## config.mk

```make
export PLATFORM = sky130hd
export DESIGN_NAME = keyed_hash_random_gate
export DESIGN_NICKNAME = d
export VERILOG_FILES = /design/src/hw/rtl/khrg_pkg.sv /design/src/hw/rtl/keyed_hash_random_gate.sv
export SDC_FILE = /design/constraint.sdc
export NUM_CORES = 2
export LEC_CHECK = 0
export ABC_AREA = 0
export BUFFER_PORTS_ARGS = -buffer_cell sky130_fd_sc_hd__clkbuf_2
export CORE_MARGIN = 2
export CORE_UTILIZATION = 60
export DETAILED_ROUTE_END_ITERATION = 6
export HOLD_SLACK_MARGIN = 0.05
export PLACE_DENSITY = 0.78
export SETUP_SLACK_MARGIN = 0.05
export SYNTH_ARGS = -nofsm -noshare
export SYNTH_HDL_FRONTEND = slang
export SYNTH_SLANG_ARGS = --single-unit
```

## constraint.sdc

```tcl
create_clock -name clk_i -period 12.3 [get_ports clk_i]
set_input_delay 2.46 -clock clk_i [delete_from_list [all_inputs] [get_ports clk_i]]
set_output_delay 2.46 -clock clk_i [all_outputs]
set_load 0.02 [all_outputs]
```

## src/hw/rtl/khrg_pkg.sv

```systemverilog
// ----------------------------------------------------------------------------
// khrg_pkg
// Types, constants and the microcode program of the keyed hash random gate.
// ----------------------------------------------------------------------------
package khrg_pkg;

  localparam logic [63:0] FNV_BASIS  = 64'hcbf29ce484222325;
  localparam logic [63:0] FNV_PRIME  = 64'h00000100000001b3;
  localparam logic [63:0] MIX_INC    = 64'h9e3779b97f4a7c15;
  localparam logic [63:0] MIX_MUL1   = 64'hbf58476d1ce4e5b9;
  localparam logic [63:0] MIX_MUL2   = 64'h94d049bb133111eb;
  localparam logic [63:0] STREAM_KEY = 64'h632be59bd9b4e019;

  localparam int unsigned PcW = 5;

  localparam logic [PcW-1:0] PC_BYTE  = 5'd0;   // multiply by FNV prime
  localparam logic [PcW-1:0] PC_MIX   = 5'd3;   // stream key, then mixing
  localparam logic [PcW-1:0] PC_LAST  = 5'd26;

  typedef enum logic [3:0] {
    UOP_NOP,
    UOP_MUL0,    // p = al * kl
    UOP_MUL1,    // p += (al * kh) << 32
    UOP_MUL2,    // acc = p + (ah * kl) << 32
    UOP_LDSTR,   // acc = stream + STREAM_KEY
    UOP_ADDINC,  // acc += MIX_INC
    UOP_XS30,
    UOP_XS27,
    UOP_XS31,
    UOP_KEY,     // acc = seed ^ hash ^ acc
    UOP_SCALE,   // p = al * bound, hash back to basis
    UOP_OUT      // load output word
  } uop_e;

  typedef enum logic [1:0] {
    K_PRIME,
    K_MUL1,
    K_MUL2
  } ksel_e;

  typedef struct packed {
    uop_e  op;
    ksel_e ksel;
    logic  wr_hash;
    logic  fin_nl;   // finish here unless the word is marked last
    logic  fin;
  } cw_t;

  function automatic logic [63:0] kconst(ksel_e k);
    logic [63:0] v;
    case (k)
      K_PRIME: v = FNV_PRIME;
      K_MUL1:  v = MIX_MUL1;
      K_MUL2:  v = MIX_MUL2;
      default: v = FNV_PRIME;
    endcase
    return v;
  endfunction

  function automatic cw_t mk(uop_e op, ksel_e k, logic wr_hash, logic fin_nl, logic fin);
    cw_t c;
    c.op      = op;
    c.ksel    = k;
    c.wr_hash = wr_hash;
    c.fin_nl  = fin_nl;
    c.fin     = fin;
    return c;
  endfunction

  function automatic cw_t ucode(logic [PcW-1:0] pc);
    cw_t c;
    case (pc)
      5'd0:    c = mk(UOP_MUL0,   K_PRIME, 1'b0, 1'b0, 1'b0);
      5'd1:    c = mk(UOP_MUL1,   K_PRIME, 1'b0, 1'b0, 1'b0);
      5'd2:    c = mk(UOP_MUL2,   K_PRIME, 1'b1, 1'b1, 1'b0);
      5'd3:    c = mk(UOP_LDSTR,  K_PRIME, 1'b0, 1'b0, 1'b0);
      5'd4:    c = mk(UOP_ADDINC, K_PRIME, 1'b0, 1'b0, 1'b0);
      5'd5:    c = mk(UOP_XS30,   K_PRIME, 1'b0, 1'b0, 1'b0);
      5'd6:    c = mk(UOP_MUL0,   K_MUL1,  1'b0, 1'b0, 1'b0);
      5'd7:    c = mk(UOP_MUL1,   K_MUL1,  1'b0, 1'b0, 1'b0);
      5'd8:    c = mk(UOP_MUL2,   K_MUL1,  1'b0, 1'b0, 1'b0);
      5'd9:    c = mk(UOP_XS27,   K_PRIME, 1'b0, 1'b0, 1'b0);
      5'd10:   c = mk(UOP_MUL0,   K_MUL2,  1'b0, 1'b0, 1'b0);
      5'd11:   c = mk(UOP_MUL1,   K_MUL2,  1'b0, 1'b0, 1'b0);
      5'd12:   c = mk(UOP_MUL2,   K_MUL2,  1'b0, 1'b0, 1'b0);
      5'd13:   c = mk(UOP_XS31,   K_PRIME, 1'b0, 1'b0, 1'b0);
      5'd14:   c = mk(UOP_KEY,    K_PRIME, 1'b0, 1'b0, 1'b0);
      5'd15:   c = mk(UOP_ADDINC, K_PRIME, 1'b0, 1'b0, 1'b0);
      5'd16:   c = mk(UOP_XS30,   K_PRIME, 1'b0, 1'b0, 1'b0);
      5'd17:   c = mk(UOP_MUL0,   K_MUL1,  1'b0, 1'b0, 1'b0);
      5'd18:   c = mk(UOP_MUL1,   K_MUL1,  1'b0, 1'b0, 1'b0);
      5'd19:   c = mk(UOP_MUL2,   K_MUL1,  1'b0, 1'b0, 1'b0);
      5'd20:   c = mk(UOP_XS27,   K_PRIME, 1'b0, 1'b0, 1'b0);
      5'd21:   c = mk(UOP_MUL0,   K_MUL2,  1'b0, 1'b0, 1'b0);
      5'd22:   c = mk(UOP_MUL1,   K_MUL2,  1'b0, 1'b0, 1'b0);
      5'd23:   c = mk(UOP_MUL2,   K_MUL2,  1'b0, 1'b0, 1'b0);
      5'd24:   c = mk(UOP_XS31,   K_PRIME, 1'b0, 1'b0, 1'b0);
      5'd25:   c = mk(UOP_SCALE,  K_PRIME, 1'b0, 1'b0, 1'b0);
      5'd26:   c = mk(UOP_OUT,    K_PRIME, 1'b0, 1'b0, 1'b1);
      default: c = mk(UOP_NOP,    K_PRIME, 1'b0, 1'b0, 1'b1);
    endcase
    return c;
  endfunction

endpackage

```

## src/hw/rtl/keyed_hash_random_gate.sv

```systemverilog
// ----------------------------------------------------------------------------
// keyed_hash_random_gate
// FNV-1a over identifier bytes, keyed splitmix64 finish, scaled value and
// gate flag. Microcoded sequencer around one shared 32x32 multiplier.
// ----------------------------------------------------------------------------
//  channel  | direction | handshake              | payload
//  ---------+-----------+------------------------+------------------------------
//  in       | in        | in_valid_i / in_ready_o | id_byte, has_byte, last,
//           |           |                        | stream_index, bound, threshold
//  out      | out       | out_valid_o/out_ready_i | raw_value, scaled_value, passes
//  cfg      | in        | cfg_we_i                | cfg_wdata_i (seed)
//
//  Byte word without last: three partial products of the prime.
//  Byte word with last: the prime product, then the keyed finish; empty last word: the finish only; idle word: no work.
//  The cost is set by the single 32x32 multiplier, three passes per 64-bit
//  product, four such products in the splitmix64 finish plus the scale.
//  Reset: hash to the FNV offset basis, seed to 0, no word pending.
//  A pending output word stalls only the final step; input waits until idle.
// ----------------------------------------------------------------------------
module keyed_hash_random_gate
  import khrg_pkg::*;
(
  input  logic        clk_i,
  input  logic        rst_ni,

  input  logic        cfg_we_i,
  input  logic [63:0] cfg_wdata_i,

  input  logic        in_valid_i,
  output logic        in_ready_o,
  input  logic [7:0]  id_byte_i,
  input  logic        has_byte_i,
  input  logic        last_i,
  input  logic [7:0]  stream_index_i,
  input  logic [31:0] bound_i,
  input  logic [31:0] threshold_i,

  output logic        out_valid_o,
  input  logic        out_ready_i,
  output logic [63:0] raw_value_o,
  output logic [31:0] scaled_value_o,
  output logic        passes_o
);

  logic [63:0]    seed_q;
  logic [63:0]    hash_q, hash_d;
  logic [63:0]    acc_q, acc_d;
  logic [63:0]    p_q, p_d;
  logic           busy_q, busy_d;
  logic [PcW-1:0] pc_q, pc_d;
  logic           last_q;
  logic [7:0]     stream_q;
  logic [31:0]    bound_q;
  logic [31:0]    thr_q;
  logic           out_valid_q, out_valid_d;
  logic [63:0]    raw_q;
  logic [31:0]    scaled_q;
  logic           passes_q;

  cw_t         cw;
  logic        accept;
  logic        stall;
  logic        exec;
  logic [63:0] k;
  logic [31:0] mul_a, mul_b;
  logic [63:0] prod;
  logic [63:0] prod_sh;

  assign cw      = ucode(pc_q);
  assign accept  = in_valid_i & in_ready_o;
  assign stall   = (cw.op == UOP_OUT) & out_valid_q & ~out_ready_i;
  assign exec    = busy_q & ~stall;
  assign k       = kconst(cw.ksel);
  assign mul_a   = (cw.op == UOP_MUL2) ? acc_q[63:32] : acc_q[31:0];
  assign mul_b   = (cw.op == UOP_SCALE) ? bound_q :
                   (cw.op == UOP_MUL1) ? k[63:32] : k[31:0];
  assign prod    = {32'd0, mul_a} * {32'd0, mul_b};
  assign prod_sh = {prod[31:0], 32'd0};

  always_comb begin
    acc_d       = acc_q;
    p_d         = p_q;
    hash_d      = hash_q;
    busy_d      = busy_q;
    pc_d        = pc_q;
    out_valid_d = out_valid_q & ~out_ready_i;

    if (accept) begin
      if (has_byte_i) begin
        acc_d  = hash_q ^ {56'd0, id_byte_i};
        busy_d = 1'b1;
        pc_d   = PC_BYTE;
      end else if (last_i) begin
        busy_d = 1'b1;
        pc_d   = PC_MIX;
      end
    end

    if (exec) begin
      case (cw.op)
        UOP_MUL0:   p_d   = prod;
        UOP_MUL1:   p_d   = p_q + prod_sh;
        UOP_MUL2:   acc_d = p_q + prod_sh;
        UOP_LDSTR:  acc_d = {56'd0, stream_q} + STREAM_KEY;
        UOP_ADDINC: acc_d = acc_q + MIX_INC;
        UOP_XS30:   acc_d = acc_q ^ (acc_q >> 30);
        UOP_XS27:   acc_d = acc_q ^ (acc_q >> 27);
        UOP_XS31:   acc_d = acc_q ^ (acc_q >> 31);
        UOP_KEY:    acc_d = seed_q ^ hash_q ^ acc_q;
        UOP_SCALE: begin
          p_d    = prod;
          hash_d = FNV_BASIS;
        end
        UOP_OUT:    out_valid_d = 1'b1;
        default:    ;
      endcase
      if (cw.wr_hash) begin
        hash_d = acc_d;
      end
      if (cw.fin || (cw.fin_nl && !last_q)) begin
        busy_d = 1'b0;
      end else begin
        pc_d = pc_q + 1'b1;
      end
    end
  end

  always_ff @(posedge clk_i or negedge rst_ni) begin
    if (!rst_ni) begin
      seed_q      <= '0;
      hash_q      <= FNV_BASIS;
      busy_q      <= 1'b0;
      pc_q        <= '0;
      out_valid_q <= 1'b0;
    end else begin
      if (cfg_we_i) begin
        seed_q <= cfg_wdata_i;
      end
      hash_q      <= hash_d;
      busy_q      <= busy_d;
      pc_q        <= pc_d;
      out_valid_q <= out_valid_d;
    end
  end

  always_ff @(posedge clk_i) begin
    acc_q <= acc_d;
    p_q   <= p_d;
    if (accept) begin
      last_q   <= last_i;
      stream_q <= stream_index_i;
      bound_q  <= bound_i;
      thr_q    <= threshold_i;
    end
    if (exec && cw.op == UOP_OUT) begin
      raw_q    <= acc_q;
      scaled_q <= p_q[63:32];
      passes_q <= (p_q[63:32] < thr_q);
    end
  end

  assign in_ready_o     = ~busy_q;
  assign out_valid_o    = out_valid_q;
  assign raw_value_o    = raw_q;
  assign scaled_value_o = scaled_q;
  assign passes_o       = passes_q;

  a_start_busy : assert property (@(posedge clk_i) disable iff (!rst_ni)
    accept && (has_byte_i || last_i) |=> busy_q)
    else $error("sequencer did not start on a working word");

  a_pc_range : assert property (@(posedge clk_i) disable iff (!rst_ni)
    busy_q |-> pc_q <= PC_LAST)
    else $error("step counter beyond program");

  a_out_src : assert property (@(posedge clk_i) disable iff (!rst_ni)
    $rose(out_valid_q) |-> $past(exec && cw.op == UOP_OUT))
    else $error("output word raised outside the output step");

  a_hash_clear : assert property (@(posedge clk_i) disable iff (!rst_ni)
    busy_q && cw.op == UOP_OUT |-> hash_q == FNV_BASIS)
    else $error("running hash not back at offset basis");

endmodule
```

==> run metrics <==
TritonCTS clock tree built; Worst Path Arrival 12560 ps; Syn Nets 7692; cell chosen for the clock root clkbuf_16; tightest hold margin 463 ps; Post-synth EDFFs 234; DRT Wirelength 216 mm; first drt pass iteration count 7; Crit. End Element flop; drt drc 118; ratio of cells with drive above 1 in the final layout 0.120; global-route wire length before repair 319 mm; most used cell, CP fa_1; Worst slew margin 0.0565; ANT nets after route 0; vias in the first global route 50318; final number of setup-violating endpoints 0; area grow syn2layout 8.36%; critical setup path kind reg2reg; Final Hold Viols 0; most common cell after layout, fill and taps aside nand2_1; die width 314 microns; Synth Area per Inst around 9.1 sq um; startpoint type of the worst setup path flop; core box area approximately 95000 sq um; Synth Flop Type edfxtp_1; clock latency on the worst-skew pair roughly 630 ps; DR WL/cell 27.8 microns; commonest cells after routing, fill and taps aside nand2_1 (991), inv_1 (956), fa_1 (897); Clock Skews ~32 ps; top-area cell type share of the netlist area 0.311; clock tree sinks 433; minimum clock period 12050 ps; Max Slew Vio Count 0; sequential area share after synthesis 0.203; CP max stage delay between 700 and 800 ps; chip height 314 microns; unrepaired setup endpoints after global routing false; largest net degree at the start of global routing 77; Die ar. 98600 sq um; Worst Hold Class reg2reg; Std-Cell Rows 113; Worst Tran Pin Value 1420 ps; CTS Buffer Depth 3; # IOs between 200 and 300; synthesized instance count roughly 6300; Nets 7835; CTS HTree Levels 2; YS warnings 0; Post-CTS Hold Buffers 0; Async S/R FF share, synth 0.312; clock buffers created by TritonCTS 44; Via density 6.42; worst slack, placed between 200 and 300 ps; Worst-path clk slew approximately 70 ps; GRT Resource Usage Total 0.441; post-DP HPWL 170 mm; I/O Buffers 249; initial antenna violation count 19; Max-Cap Viols 0; synth unique cells 109; drt first-iter violations roughly 6900; remaining global-route overflow 0; status finished, violations left; Crit-path slowest cell fa_1; failing checks design-rule violations; vias 49827; Mapped Area between 50000 and 60000 sq um; initial cell density of the core 0.606; Final Wtd Congestion 1.06; Achievable Freq slightly above 0.08 GHz; Placed Instance Area 60700 sq um; total negative slack 0 ps; Critical Path RT 12800 ps; Period Utilization, post-route 0.980; final setup margin ~250 ps; cell area after layout 62500 sq um; CP max FO 27; main area contributors after synthesis fa_1 (31%), edfxtp_1 (12%), ha_1 (7.4%), nand2_1 (6.5%), inv_1 (6.2%); dominant cell type by area after synthesis fa_1; Synth Register Bits roughly 430
-- per-layer routing --
| layer | up-vias | global-route usage | wire length, microns |
|---|---|---|---|
| met5 | - | 0.00725 | 227 |
| met1 | 24377 | 0.568 | 76700 |
| li1 | 20657 | - | - |
| met2 | 3854 | 0.630 | 89800 |
| met4 | 20 | 0.262 | 16600 |
| met3 | 919 | 0.170 | 32600 |
-- final timing paths --
check | start | to | slack, ps | cells after the start
max reg2reg | pc_q[0]$_DFF_PN0_ | hash_q[61]$_DFFE_PN0P_ | 250 | 37
max | pc_q[0]$_DFF_PN0_ | hash_q[61]$_DFFE_PN0P_ | 250 | 37
min reg2reg | acc_q[15]$_DFF_P_ | raw_value_o[15]$_DFFE_PP_ | 460 | 0
min in group asynchronous | rst_ni | seed_q[46]$_DFFE_PN0P_ | 1890 | 1
min | acc_q[15]$_DFF_P_ | raw_value_o[15]$_DFFE_PP_ | 460 | 0
max in group asynchronous | rst_ni | hash_q[6]$_DFFE_PN0P_ | 9000 | 2
-- through the flow --
| step | utilization | std cells |
|---|---|---|
| floorplan | - | 6305 |
| global placement | 0.638 | 7660 |
| detailed placement | 0.638 | 7661 |
| CTS | 0.654 | 7743 |
| global route | 0.657 | 7751 |
| finish | 0.657 | 7759 |
-- final cells by class --
class	instances	area (sq um)
tap	1265	1580
sequential	433	11700
clock buffer	56	1180
timing repair buffer	487	3060
inverter	957	3590
fill	7830	32700
multi-input combinational	4525	41000
clock inverter	26	375
antenna	10	25.0
-- flip-flops by register name, indices dropped and copies added, names as in the netlist, 5 cells and up --
name	flops
seed_q	64
p_q	64
hash_q	64
scaled_value_o	32
bound_q	32
pc_q	5
thr_q	32
raw_value_o	64
acc_q	64
stream_q	8
-- cell usage after synthesis (all sizes together), types with 39 or more instances --
master,count
a21o,79
a21oi,273
and2,42
and3,39
buf,163
clkbuf,228
dfrtp,107
dfxtp,64
edfxtp,234
fa,897
ha,339
inv,956
mux2,69
mux2i,108
nand2,995
nand3,66
nor2,549
nor3,49
o21ai,233
xnor2,132
xor2,70
-- worst max-delay path: cells and delay by family (launching register included) --
kind | cells | cell delay, ps
adders and majority gates | 11 | 5530
DFF | 1 | 520
xor gates and xnor gates | 2 | 600
buffers and inverters | 6 | 1360
muxes | 2 | 590
AOI/OAI and AO/OA | 8 | 1760
and+or+nand+nor | 8 | 1550
-- timing repair --
| action | 4_1_cts | 5_1_grt |
|---|---|---|
| setup buffers | 0 | 5 |
| gates resized for setup | 0 | 29 |
| setup endpoints to repair | 0 | 35 |
-- cell families after synthesis --
logic type,after synthesis,share of synthesized area
buffers and inverters,1348,0.0921
AND/OR/NAND/NOR,1880,0.136
flip-flops,433,0.203
adder cells (fa/ha/maj),1237,0.385
XOR/XNOR,203,0.0311
AO/OA/AOI/OAI,1026,0.120
multiplexers,178,0.0327
Power is left out: the tool's default activity adds up to more than one toggle a clock period on the data nets, which glitch-free logic cannot reach.
